File: src/sv/rwhp_pkg.sv
`timescale 1ns / 1ps
`default_nettype none

package rwhp_pkg;

    typedef enum logic [8:0] {
        PH_IDLE       = 9'b0_0000_0001,
        PH_RIFF_TAG   = 9'b0_0000_0010,
        PH_RIFF_SIZE  = 9'b0_0000_0100,
        PH_WAVE_TAG   = 9'b0_0000_1000,
        PH_CHUNK_TAG  = 9'b0_0001_0000,
        PH_CHUNK_SIZE = 9'b0_0010_0000,
        PH_FMT_BODY   = 9'b0_0100_0000,
        PH_SKIP       = 9'b0_1000_0000,
        PH_DONE       = 9'b1_0000_0000
    } phase_t;

    typedef enum logic [2:0] {
        ST_OK          = 3'd0,
        ST_NOT_RIFF    = 3'd1,
        ST_NOT_WAVE    = 3'd2,
        ST_NOT_PCM     = 3'd3,
        ST_BAD_FORMAT  = 3'd4,
        ST_DATA_NO_FMT = 3'd5,
        ST_TRUNCATED   = 3'd6
    } status_t;

    localparam int          RATE_W       = 20;
    localparam int          ADDR_W       = 3;
    localparam logic [31:0] TAG_RIFF     = 32'h5249_4646;
    localparam logic [31:0] TAG_WAVE     = 32'h5741_5645;
    localparam logic [31:0] TAG_FMT      = 32'h666D_7420;
    localparam logic [31:0] TAG_DATA     = 32'h6461_7461;
    localparam logic [RATE_W-1:0] RATE_MIN_RST = 20'd8000;
    localparam logic [RATE_W-1:0] RATE_MAX_RST = 20'd48000;
    localparam logic [15:0] FMT_PCM      = 16'd1;
    localparam logic [31:0] FMT_BODY_LEN = 32'd16;
    localparam logic [1:0]  LAST_HDR_IDX = 2'd3;
    localparam logic [3:0]  LAST_FMT_IDX = 4'd15;

endpackage

`default_nettype wire

File: src/sv/riff_wave_header_parser.sv
`timescale 1ns / 1ps
`default_nettype none

// An accepted input beat is held in the input register, and its result beat in the result register.
// Throughput: one byte per cycle; input stalls only while a result is held by out_stall
// and the byte in the input register would produce another result.
// Reset: parser idle until a file_start beat, rate_min = 8000, rate_max = 48000,
// pipeline empty.
module riff_wave_header_parser (
    input  wire logic                        clk,
    input  wire logic                        rst_n,

    input  wire logic                        in_valid,
    output logic                             in_stall,
    input  wire logic [7:0]                  data_byte,
    input  wire logic                        file_start,
    input  wire logic                        end_of_file,

    output logic                             out_valid,
    input  wire logic                        out_stall,
    output logic [2:0]                       status,
    output logic [31:0]                      sample_rate,
    output logic [15:0]                      channel_count,
    output logic [15:0]                      bits_per_sample,
    output logic [31:0]                      data_len,
    output logic [31:0]                      data_offset,

    input  wire logic                        psel,
    input  wire logic                        penable,
    input  wire logic                        pwrite,
    input  wire logic [rwhp_pkg::ADDR_W-1:0] paddr,
    input  wire logic [31:0]                 pwdata,
    output logic [31:0]                      prdata,
    output logic                             pready
);
    import rwhp_pkg::*;

    // configuration
    logic [RATE_W-1:0] rate_min_reg;
    logic [RATE_W-1:0] rate_max_reg;
    logic              cfg_wr;

    // input register
    logic       ib_valid_reg;
    logic [7:0] ib_byte_reg;
    logic       ib_start_reg;
    logic       ib_eof_reg;

    // parser state
    phase_t      phase_reg, phase_next;
    logic [1:0]  hcnt_reg, hcnt_next;
    logic [3:0]  fcnt_reg, fcnt_next;
    logic [32:0] skip_reg, skip_next;
    logic [31:0] tag_reg, tag_next;
    logic [31:0] size_reg, size_next;
    logic        have_fmt_reg, have_fmt_next;
    logic [15:0] format_reg, format_next;
    logic [15:0] chan_reg, chan_next;
    logic [31:0] rate_reg, rate_next;
    logic [15:0] bits_reg, bits_next;
    logic [31:0] fpos_reg, fpos_next;

    // result register
    logic        out_valid_reg;
    status_t     status_reg;
    logic [31:0] rate_out_reg;
    logic [15:0] chan_out_reg;
    logic [15:0] bits_out_reg;
    logic [31:0] dsize_out_reg;
    logic [31:0] doff_out_reg;

    // combinational
    phase_t      ph_cur;
    logic        active;
    logic [31:0] tag_cur;
    logic [31:0] tag_new;
    logic [31:0] size_new;
    logic [32:0] skip_len;
    logic        rate_ok;
    logic        chan_ok;
    logic        res_valid;
    status_t     res_status;
    logic [31:0] res_dsize;
    logic [31:0] res_doff;
    logic        proceed;
    logic        in_accept;

    assign cfg_wr = psel && penable && pwrite;
    assign pready = 1'b1;
    assign prdata = paddr[2] ? {{(32-RATE_W){1'b0}}, rate_max_reg}
                             : {{(32-RATE_W){1'b0}}, rate_min_reg};

    always_ff @(posedge clk or negedge rst_n)
    begin
        if (!rst_n)
        begin
            rate_min_reg <= RATE_MIN_RST;
            rate_max_reg <= RATE_MAX_RST;
        end
        else if (cfg_wr)
        begin
            if (paddr[2])
            begin
                rate_max_reg <= pwdata[RATE_W-1:0];
            end
            else
            begin
                rate_min_reg <= pwdata[RATE_W-1:0];
            end
        end
    end

    // parse step for the byte in the input register
    assign ph_cur   = ib_start_reg ? PH_RIFF_TAG : phase_reg;
    assign active   = ib_start_reg || (phase_reg != PH_IDLE && phase_reg != PH_DONE);
    assign tag_cur  = ib_start_reg ? 32'd0 : tag_reg;
    assign tag_new  = {tag_cur[23:0], ib_byte_reg};
    assign size_new = {ib_byte_reg, size_reg[31:8]};
    assign skip_len = {1'b0, size_new} + {32'd0, size_new[0]};
    assign rate_ok  = (rate_reg >= {{(32-RATE_W){1'b0}}, rate_min_reg})
                   && (rate_reg <= {{(32-RATE_W){1'b0}}, rate_max_reg});
    assign chan_ok  = (chan_reg == 16'd1) || (chan_reg == 16'd2);

    always_comb
    begin
        phase_next    = phase_reg;
        hcnt_next     = ib_start_reg ? 2'd0 : hcnt_reg;
        fcnt_next     = fcnt_reg;
        skip_next     = skip_reg;
        tag_next      = tag_cur;
        size_next     = ib_start_reg ? 32'd0 : size_reg;
        have_fmt_next = ib_start_reg ? 1'b0 : have_fmt_reg;
        format_next   = ib_start_reg ? 16'd0 : format_reg;
        chan_next     = ib_start_reg ? 16'd0 : chan_reg;
        rate_next     = ib_start_reg ? 32'd0 : rate_reg;
        bits_next     = ib_start_reg ? 16'd0 : bits_reg;
        fpos_next     = ib_start_reg ? 32'd0 : fpos_reg + 32'd1;
        res_valid     = 1'b0;
        res_status    = ST_OK;
        res_dsize     = 32'd0;
        res_doff      = 32'd0;

        if (active)
        begin
            phase_next = ph_cur;
            unique case (ph_cur)
                PH_RIFF_TAG, PH_WAVE_TAG:
                begin
                    tag_next  = tag_new;
                    hcnt_next = hcnt_reg + 2'd1;
                    if (ib_start_reg)
                    begin
                        hcnt_next = 2'd1;
                    end
                    else if (hcnt_reg == LAST_HDR_IDX)
                    begin
                        hcnt_next = 2'd0;
                        if (ph_cur == PH_RIFF_TAG)
                        begin
                            if (tag_new != TAG_RIFF)
                            begin
                                res_valid  = 1'b1;
                                res_status = ST_NOT_RIFF;
                            end
                            else
                            begin
                                phase_next = PH_RIFF_SIZE;
                            end
                        end
                        else if (tag_new != TAG_WAVE)
                        begin
                            res_valid  = 1'b1;
                            res_status = ST_NOT_WAVE;
                        end
                        else
                        begin
                            phase_next = PH_CHUNK_TAG;
                            tag_next   = 32'd0;
                        end
                    end
                end
                PH_RIFF_SIZE:
                begin
                    hcnt_next = hcnt_reg + 2'd1;
                    if (hcnt_reg == LAST_HDR_IDX)
                    begin
                        phase_next = PH_WAVE_TAG;
                        tag_next   = 32'd0;
                    end
                end
                PH_CHUNK_TAG:
                begin
                    tag_next  = tag_new;
                    hcnt_next = hcnt_reg + 2'd1;
                    if (hcnt_reg == LAST_HDR_IDX)
                    begin
                        phase_next = PH_CHUNK_SIZE;
                        size_next  = 32'd0;
                    end
                end
                PH_CHUNK_SIZE:
                begin
                    size_next = size_new;
                    hcnt_next = hcnt_reg + 2'd1;
                    if (hcnt_reg == LAST_HDR_IDX)
                    begin
                        if (tag_reg == TAG_FMT)
                        begin
                            phase_next = PH_FMT_BODY;
                            fcnt_next  = 4'd0;
                        end
                        else if (tag_reg == TAG_DATA)
                        begin
                            res_valid = 1'b1;
                            if (!have_fmt_reg)
                            begin
                                res_status = ST_DATA_NO_FMT;
                            end
                            else
                            begin
                                res_dsize = size_new;
                                res_doff  = fpos_reg + 32'd2;
                            end
                        end
                        else if (skip_len == 33'd0)
                        begin
                            phase_next = PH_CHUNK_TAG;
                            tag_next   = 32'd0;
                        end
                        else
                        begin
                            phase_next = PH_SKIP;
                            skip_next  = skip_len;
                        end
                    end
                end
                PH_FMT_BODY:
                begin
                    fcnt_next = fcnt_reg + 4'd1;
                    priority if (fcnt_reg == 4'd0)
                        format_next[7:0] = ib_byte_reg;
                    else if (fcnt_reg == 4'd1)
                        format_next[15:8] = ib_byte_reg;
                    else if (fcnt_reg == 4'd2)
                        chan_next[7:0] = ib_byte_reg;
                    else if (fcnt_reg == 4'd3)
                        chan_next[15:8] = ib_byte_reg;
                    else if (fcnt_reg < 4'd8)
                        rate_next = {ib_byte_reg, rate_reg[31:8]};
                    else if (fcnt_reg == 4'd14)
                        bits_next[7:0] = ib_byte_reg;
                    else if (fcnt_reg == LAST_FMT_IDX)
                        bits_next[15:8] = ib_byte_reg;
                    else
                        fcnt_next = fcnt_reg + 4'd1;

                    if (fcnt_reg == LAST_FMT_IDX)
                    begin
                        if (format_reg != FMT_PCM)
                        begin
                            res_valid  = 1'b1;
                            res_status = ST_NOT_PCM;
                        end
                        else if (!rate_ok || !chan_ok)
                        begin
                            res_valid  = 1'b1;
                            res_status = ST_BAD_FORMAT;
                        end
                        else
                        begin
                            have_fmt_next = 1'b1;
                            if (size_reg > FMT_BODY_LEN)
                            begin
                                phase_next = PH_SKIP;
                                skip_next  = {1'b0, size_reg - FMT_BODY_LEN};
                            end
                            else
                            begin
                                phase_next = PH_CHUNK_TAG;
                                hcnt_next  = 2'd0;
                                tag_next   = 32'd0;
                            end
                        end
                    end
                end
                PH_SKIP:
                begin
                    if (skip_reg == 33'd1)
                    begin
                        phase_next = PH_CHUNK_TAG;
                        hcnt_next  = 2'd0;
                        tag_next   = 32'd0;
                    end
                    else
                    begin
                        skip_next = skip_reg - 33'd1;
                    end
                end
                default:
                begin
                    phase_next = ph_cur;
                end
            endcase

            if (!res_valid && ib_eof_reg)
            begin
                res_valid  = 1'b1;
                res_status = ST_TRUNCATED;
            end
            if (res_valid)
            begin
                phase_next = PH_DONE;
            end
        end
        else
        begin
            fpos_next = fpos_reg;
        end
    end

    // handshake
    assign proceed   = ib_valid_reg && !(res_valid && out_valid_reg && out_stall);
    assign in_stall  = ib_valid_reg && !proceed;
    assign in_accept = in_valid && !in_stall;

    always_ff @(posedge clk or negedge rst_n)
    begin
        if (!rst_n)
        begin
            ib_valid_reg <= 1'b0;
        end
        else if (in_accept)
        begin
            ib_valid_reg <= 1'b1;
        end
        else if (proceed)
        begin
            ib_valid_reg <= 1'b0;
        end
    end

    always_ff @(posedge clk)
    begin
        if (in_accept)
        begin
            ib_byte_reg  <= data_byte;
            ib_start_reg <= file_start;
            ib_eof_reg   <= end_of_file;
        end
    end

    always_ff @(posedge clk or negedge rst_n)
    begin
        if (!rst_n)
        begin
            phase_reg    <= PH_IDLE;
            hcnt_reg     <= 2'd0;
            fcnt_reg     <= 4'd0;
            skip_reg     <= 33'd0;
            tag_reg      <= 32'd0;
            size_reg     <= 32'd0;
            have_fmt_reg <= 1'b0;
            format_reg   <= 16'd0;
            chan_reg     <= 16'd0;
            rate_reg     <= 32'd0;
            bits_reg     <= 16'd0;
            fpos_reg     <= 32'd0;
        end
        else if (proceed)
        begin
            phase_reg    <= phase_next;
            hcnt_reg     <= hcnt_next;
            fcnt_reg     <= fcnt_next;
            skip_reg     <= skip_next;
            tag_reg      <= tag_next;
            size_reg     <= size_next;
            have_fmt_reg <= have_fmt_next;
            format_reg   <= format_next;
            chan_reg     <= chan_next;
            rate_reg     <= rate_next;
            bits_reg     <= bits_next;
            fpos_reg     <= fpos_next;
        end
    end

    always_ff @(posedge clk or negedge rst_n)
    begin
        if (!rst_n)
        begin
            out_valid_reg <= 1'b0;
        end
        else if (proceed && res_valid)
        begin
            out_valid_reg <= 1'b1;
        end
        else if (!out_stall)
        begin
            out_valid_reg <= 1'b0;
        end
    end

    always_ff @(posedge clk)
    begin
        if (proceed && res_valid)
        begin
            status_reg    <= res_status;
            rate_out_reg  <= (res_status == ST_OK) ? rate_reg : 32'd0;
            chan_out_reg  <= (res_status == ST_OK) ? chan_reg : 16'd0;
            bits_out_reg  <= (res_status == ST_OK) ? bits_reg : 16'd0;
            dsize_out_reg <= res_dsize;
            doff_out_reg  <= res_doff;
        end
    end

    assign out_valid       = out_valid_reg;
    assign status          = status_reg;
    assign sample_rate     = rate_out_reg;
    assign channel_count   = chan_out_reg;
    assign bits_per_sample = bits_out_reg;
    assign data_len        = dsize_out_reg;
    assign data_offset     = doff_out_reg;

endmodule

`default_nettype wire
File: config.mk
export PLATFORM = sky130hd
export DESIGN_NAME = riff_wave_header_parser
export DESIGN_NICKNAME = d
export VERILOG_FILES = /design/src/sv/rwhp_pkg.sv /design/src/sv/riff_wave_header_parser.sv
export SDC_FILE = /design/constraint.sdc
export NUM_CORES = 1
export LEC_CHECK = 0
export ABC_AREA = 1
export BUFFER_PORTS_ARGS = -buffer_cell sky130_fd_sc_hd__buf_2
export CAP_MARGIN = 25
export CORE_ASPECT_RATIO = 1.75
export CORE_MARGIN = 4
export CORE_UTILIZATION = 28
export DETAILED_ROUTE_END_ITERATION = 6
export GPL_ROUTABILITY_DRIVEN = 0
export MAX_ROUTING_LAYER = met4
export PLACE_DENSITY_LB_ADDON = 0.12
export SLEW_MARGIN = 20
export SYNTH_ARGS = -nofsm -noshare
export SYNTH_HDL_FRONTEND = slang
export SYNTH_SLANG_ARGS = --single-unit
File: constraint.sdc
create_clock -name clk -period 12.1 [get_ports clk]
set_clock_uncertainty 0.05 [all_clocks]
set_input_delay 0.605 -clock clk [delete_from_list [all_inputs] [get_ports clk]]
set_output_delay 0.605 -clock clk [all_outputs]
set_load 0.02 [all_outputs]
==> metrics list <==
- The run finished with clean final reports.
- The total overflow left after global routing is 0.
* Root buffer selected by CTS: sky130_fd_sc_hd__clkbuf_16
* Filler instances: 9425
- Number of top-level design ports: 218
- Vias in the first global route: 22016
* Number of nets in the layout: 3435
* List of cells traversed by the critical path: buf_4 > buf_4 > nor2_1 > nor2_1 > nand3_1 > nor2_1 > nand2_1 > nand3_1 > nand2_1 > nor2_2 > nand3_4 > nand2_4 > nand3_4 > inv_2 > nand2_1 > inv_6 > buf_4
- In the layout the commonest cells are 790 x sky130_fd_sc_hd__nand2_1, 379 x sky130_fd_sc_hd__nor2_1, 367 x sky130_fd_sc_hd__o21ai_0, 338 x sky130_fd_sc_hd__inv_1, 253 x sky130_fd_sc_hd__dfrtp_1.
- Die outline width: 231 um
- The synthesized design contains between 100 and 150 enable-type register cells.
* YS warnings: 0
- The synthesized design contains 408 register bits.
- Overall Power: 0.00433 W
- Minimum clock period after layout: 5.96 ns
* Post-CTS setup-driven buffer insertion count: 0
* Number of buffers added by the clock tree synthesis step: 45
- Sinks on Clock Net: 408
- In this run the worst hold path is classified as input port to flop.
* Flip-flop count of the largest register after layout: 33
- Required time worst endpoint: 12.28 ns
* Setup total negative slack: 0 ns
* Post-synth ARST share: 0.654
- Type of destination of the critical path: flop
- Critical-path cell with the highest stage delay: sky130_fd_sc_hd__buf_4
* Critical Path Source Type: flop
- The core region is 0.0868 mm^2.
- In the synthesized netlist the dominant register cell turns out to be sky130_fd_sc_hd__dfrtp_1.
- Average size of a mapped cell: 7.55 um^2
- In the routed layout, each cell is associated on average with a via count of 4.88.
- The number of pins exceeding their max-slew limit in the final report was 0.
- The first TritonRoute pass finished after 6 iterations.
- Transition time of the tightest slew-check pin: 1.02 ns
* RSZ-0062 raised after global routing: no
- Max Fclk: 168 MHz
* Residual DRC count: 0
* Final cycle utilization of the critical path: 0.493
* Estimated wirelength of the detail-placed design: 65400 um
* Critical path class: flop to flop
* Most common cell after layout, fill and taps aside: sky130_fd_sc_hd__nand2_1
- Worst slew slack as a fraction of its limit: 0.323
- From bottom edge to top edge, the die measures 399 um.
- Die area: 0.0923 mm^2
- In the final routed layout, each cell accounts on average for 20.2 um.
- Global-route wire length before repair: 137000 um
* Largest stage delay on the critical path: roughly 0.84 ns
* Cell count after synthesis: about 3200
- Largest net degree at the start of global routing: 126
- Grouping stages by cell kind, the critical path spends the most delay in buffers and inverters.
- The H-tree was split into 2 levels.
- Initial antenna violation count: 1
* Fraction of final layout cells sized beyond drive strength 1: 0.105
- Post-route ant nets: 0
* Insertion delay of the later-clocked pin in the worst-skew pair: roughly 0.64 ns
* Pwr dens: about 160 mW/mm^2
* Number of setup violations in the final report: 0
- Netlist Area Pre-Place: 0.0244 mm^2
- Initial detailed-routing violation count: 1548
- For this design the static power due to leakage is 12.3 nW.
- Relative to the synthesized area, the layout overhead comes to 13.7%.
- Proportion of synthesized chip area in sequential cells: 0.447
* CP arrival: 6.14 ns
- The netlist uses 61 different library cells.
* Clock tree from TritonCTS: built
- For this configuration, the core starts out at a cell density of 0.282.
- Total track usage: 0.199
* I/O Buffers: 190
* Crit Path Max Fanout: between 80 and 90
* Maximum root-to-sink buffer count: 3
- After clock tree synthesis, the clock-pin slew on the worst setup and hold paths is 0.07 ns.
- Buf/Inv on CP: 5
- Maximum capacitance violations: 0
- Count of vias placed by the detailed router: approximately 22000
- Post-detailed-routing wire length: 91600 um
- The floorplan has 143 rows.
- The final number of hold-violating endpoints was 0.
- Maximum VDD drop: 0.000104 V
cells by family (layout without fill, tap and decap cells):
kind of cell | after synthesis | in the layout | synth area share
adders and majority gates | 53 | 53 | 0.0271
and+or+nand+nor | 1591 | 1591 | 0.278
xor gates and xnor gates | 83 | 83 | 0.0297
buffers and inverters | 531 | 649 | 0.0917
other | 2 | 14 | 0.000307
AOI/OAI and AO/OA | 570 | 570 | 0.126
DFF | 408 | 408 | 0.447
final cells by class:
cell class	count	area, um^2	share of cell area
diodes	1	2.50	0.0000901
clock buffers	54	1210	0.0436
clock inverters	30	342	0.0123
inverters	348	1310	0.0472
multi-input cells	2310	11300	0.408
flip-flops and latches	408	10900	0.394
well taps	1160	1450	0.0522
repair buffers	217	1190	0.0427
path summary, 6_finish.rpt:
check	from	endpoint	slack (ns)	cells after the start
max reg2reg	ib_start_reg$_DFFE_PP_	data_offset[17]$_SDFFCE_PP0P_	6.14	17
max	ib_start_reg$_DFFE_PP_	data_offset[17]$_SDFFCE_PP0P_	6.14	17
min in group asynchronous	rst_n	rate_min_reg[13]$_DFFE_PN0P_	0.54	2
min	data_byte[7]	ib_byte_reg[7]$_DFFE_PP_	0.09	1
max in group asynchronous	rst_n	size_reg[0]$_DFFE_PN0N_	9.47	4
min reg2reg	rate_min_reg[3]$_DFFE_PN0P_	rate_min_reg[3]$_DFFE_PN0P_	0.43	2
synth_stat cells, types with 4 or more instances:
master,n,area share
sky130_fd_sc_hd__a21oi_1,91,0.019
sky130_fd_sc_hd__a31oi_1,4,0.0010
sky130_fd_sc_hd__buf_2,52,0.011
sky130_fd_sc_hd__buf_4,30,0.0092
sky130_fd_sc_hd__buf_6,8,0.0037
sky130_fd_sc_hd__clkbuf_1,81,0.012
sky130_fd_sc_hd__clkbuf_2,9,0.0018
sky130_fd_sc_hd__dfrtp_1,253,0.26
sky130_fd_sc_hd__dfstp_2,14,0.015
sky130_fd_sc_hd__edfxtp_1,141,0.17
sky130_fd_sc_hd__ha_1,53,0.027
sky130_fd_sc_hd__inv_1,339,0.052
sky130_fd_sc_hd__inv_2,8,0.0012
sky130_fd_sc_hd__nand2_1,790,0.12
sky130_fd_sc_hd__nand2_2,6,0.0015
sky130_fd_sc_hd__nand3_1,150,0.031
sky130_fd_sc_hd__nand3b_1,5,0.0015
sky130_fd_sc_hd__nand4_1,58,0.015
sky130_fd_sc_hd__nor2_1,380,0.058
sky130_fd_sc_hd__nor2_2,7,0.0018
sky130_fd_sc_hd__nor3_1,130,0.027
sky130_fd_sc_hd__nor4_1,40,0.010
sky130_fd_sc_hd__o211ai_1,13,0.0040
sky130_fd_sc_hd__o21ai_0,367,0.075
sky130_fd_sc_hd__o21ai_1,29,0.0059
sky130_fd_sc_hd__o221ai_1,15,0.0054
sky130_fd_sc_hd__o22ai_1,4,0.0010
sky130_fd_sc_hd__o31ai_1,25,0.0077
sky130_fd_sc_hd__or2_2,5,0.0013
sky130_fd_sc_hd__xnor2_1,19,0.0068
sky130_fd_sc_hd__xor2_1,64,0.023
power breakdown:
group          switching [W]  total (W)  internal [W]
Sequential          0.000139    0.00175       0.00161
Combinational       0.000818    0.00111      0.000290
Clock               0.000641    0.00147      0.000832
per-layer routing:
layer / GRT usage / wire length (um) / vias up
li1: - / - / 10842
met1: 0.217 / 35400 / 10553
met2: 0.372 / 49600 / 545
met3: 0.0184 / 2970 / 157
met4: 0.0730 / 3630 / 0
met5: - / 0 / -
metrics by stage:
step                cell area [um^2]  hold WS, ns  utilization  setup WS, ns  instances
floorplan                      24500        0.259            -          6.76       3249
global placement               26200        0.416        0.302          6.00       4441
detailed placement             26200        0.423        0.302          5.98       4442
CTS                            27800       0.0441        0.320          5.98       4527
global route                   27800       0.0743        0.320          5.62       4527
finish                         27800       0.0890        0.320          6.14       4528
timing repair:
item | 4_1_cts | 5_1_grt
endpoints found under the hold margin | 61 | 0
gates resized for setup | 0 | 0
hold buffers | 1 | 0
(Power assumes the default switching activity.)
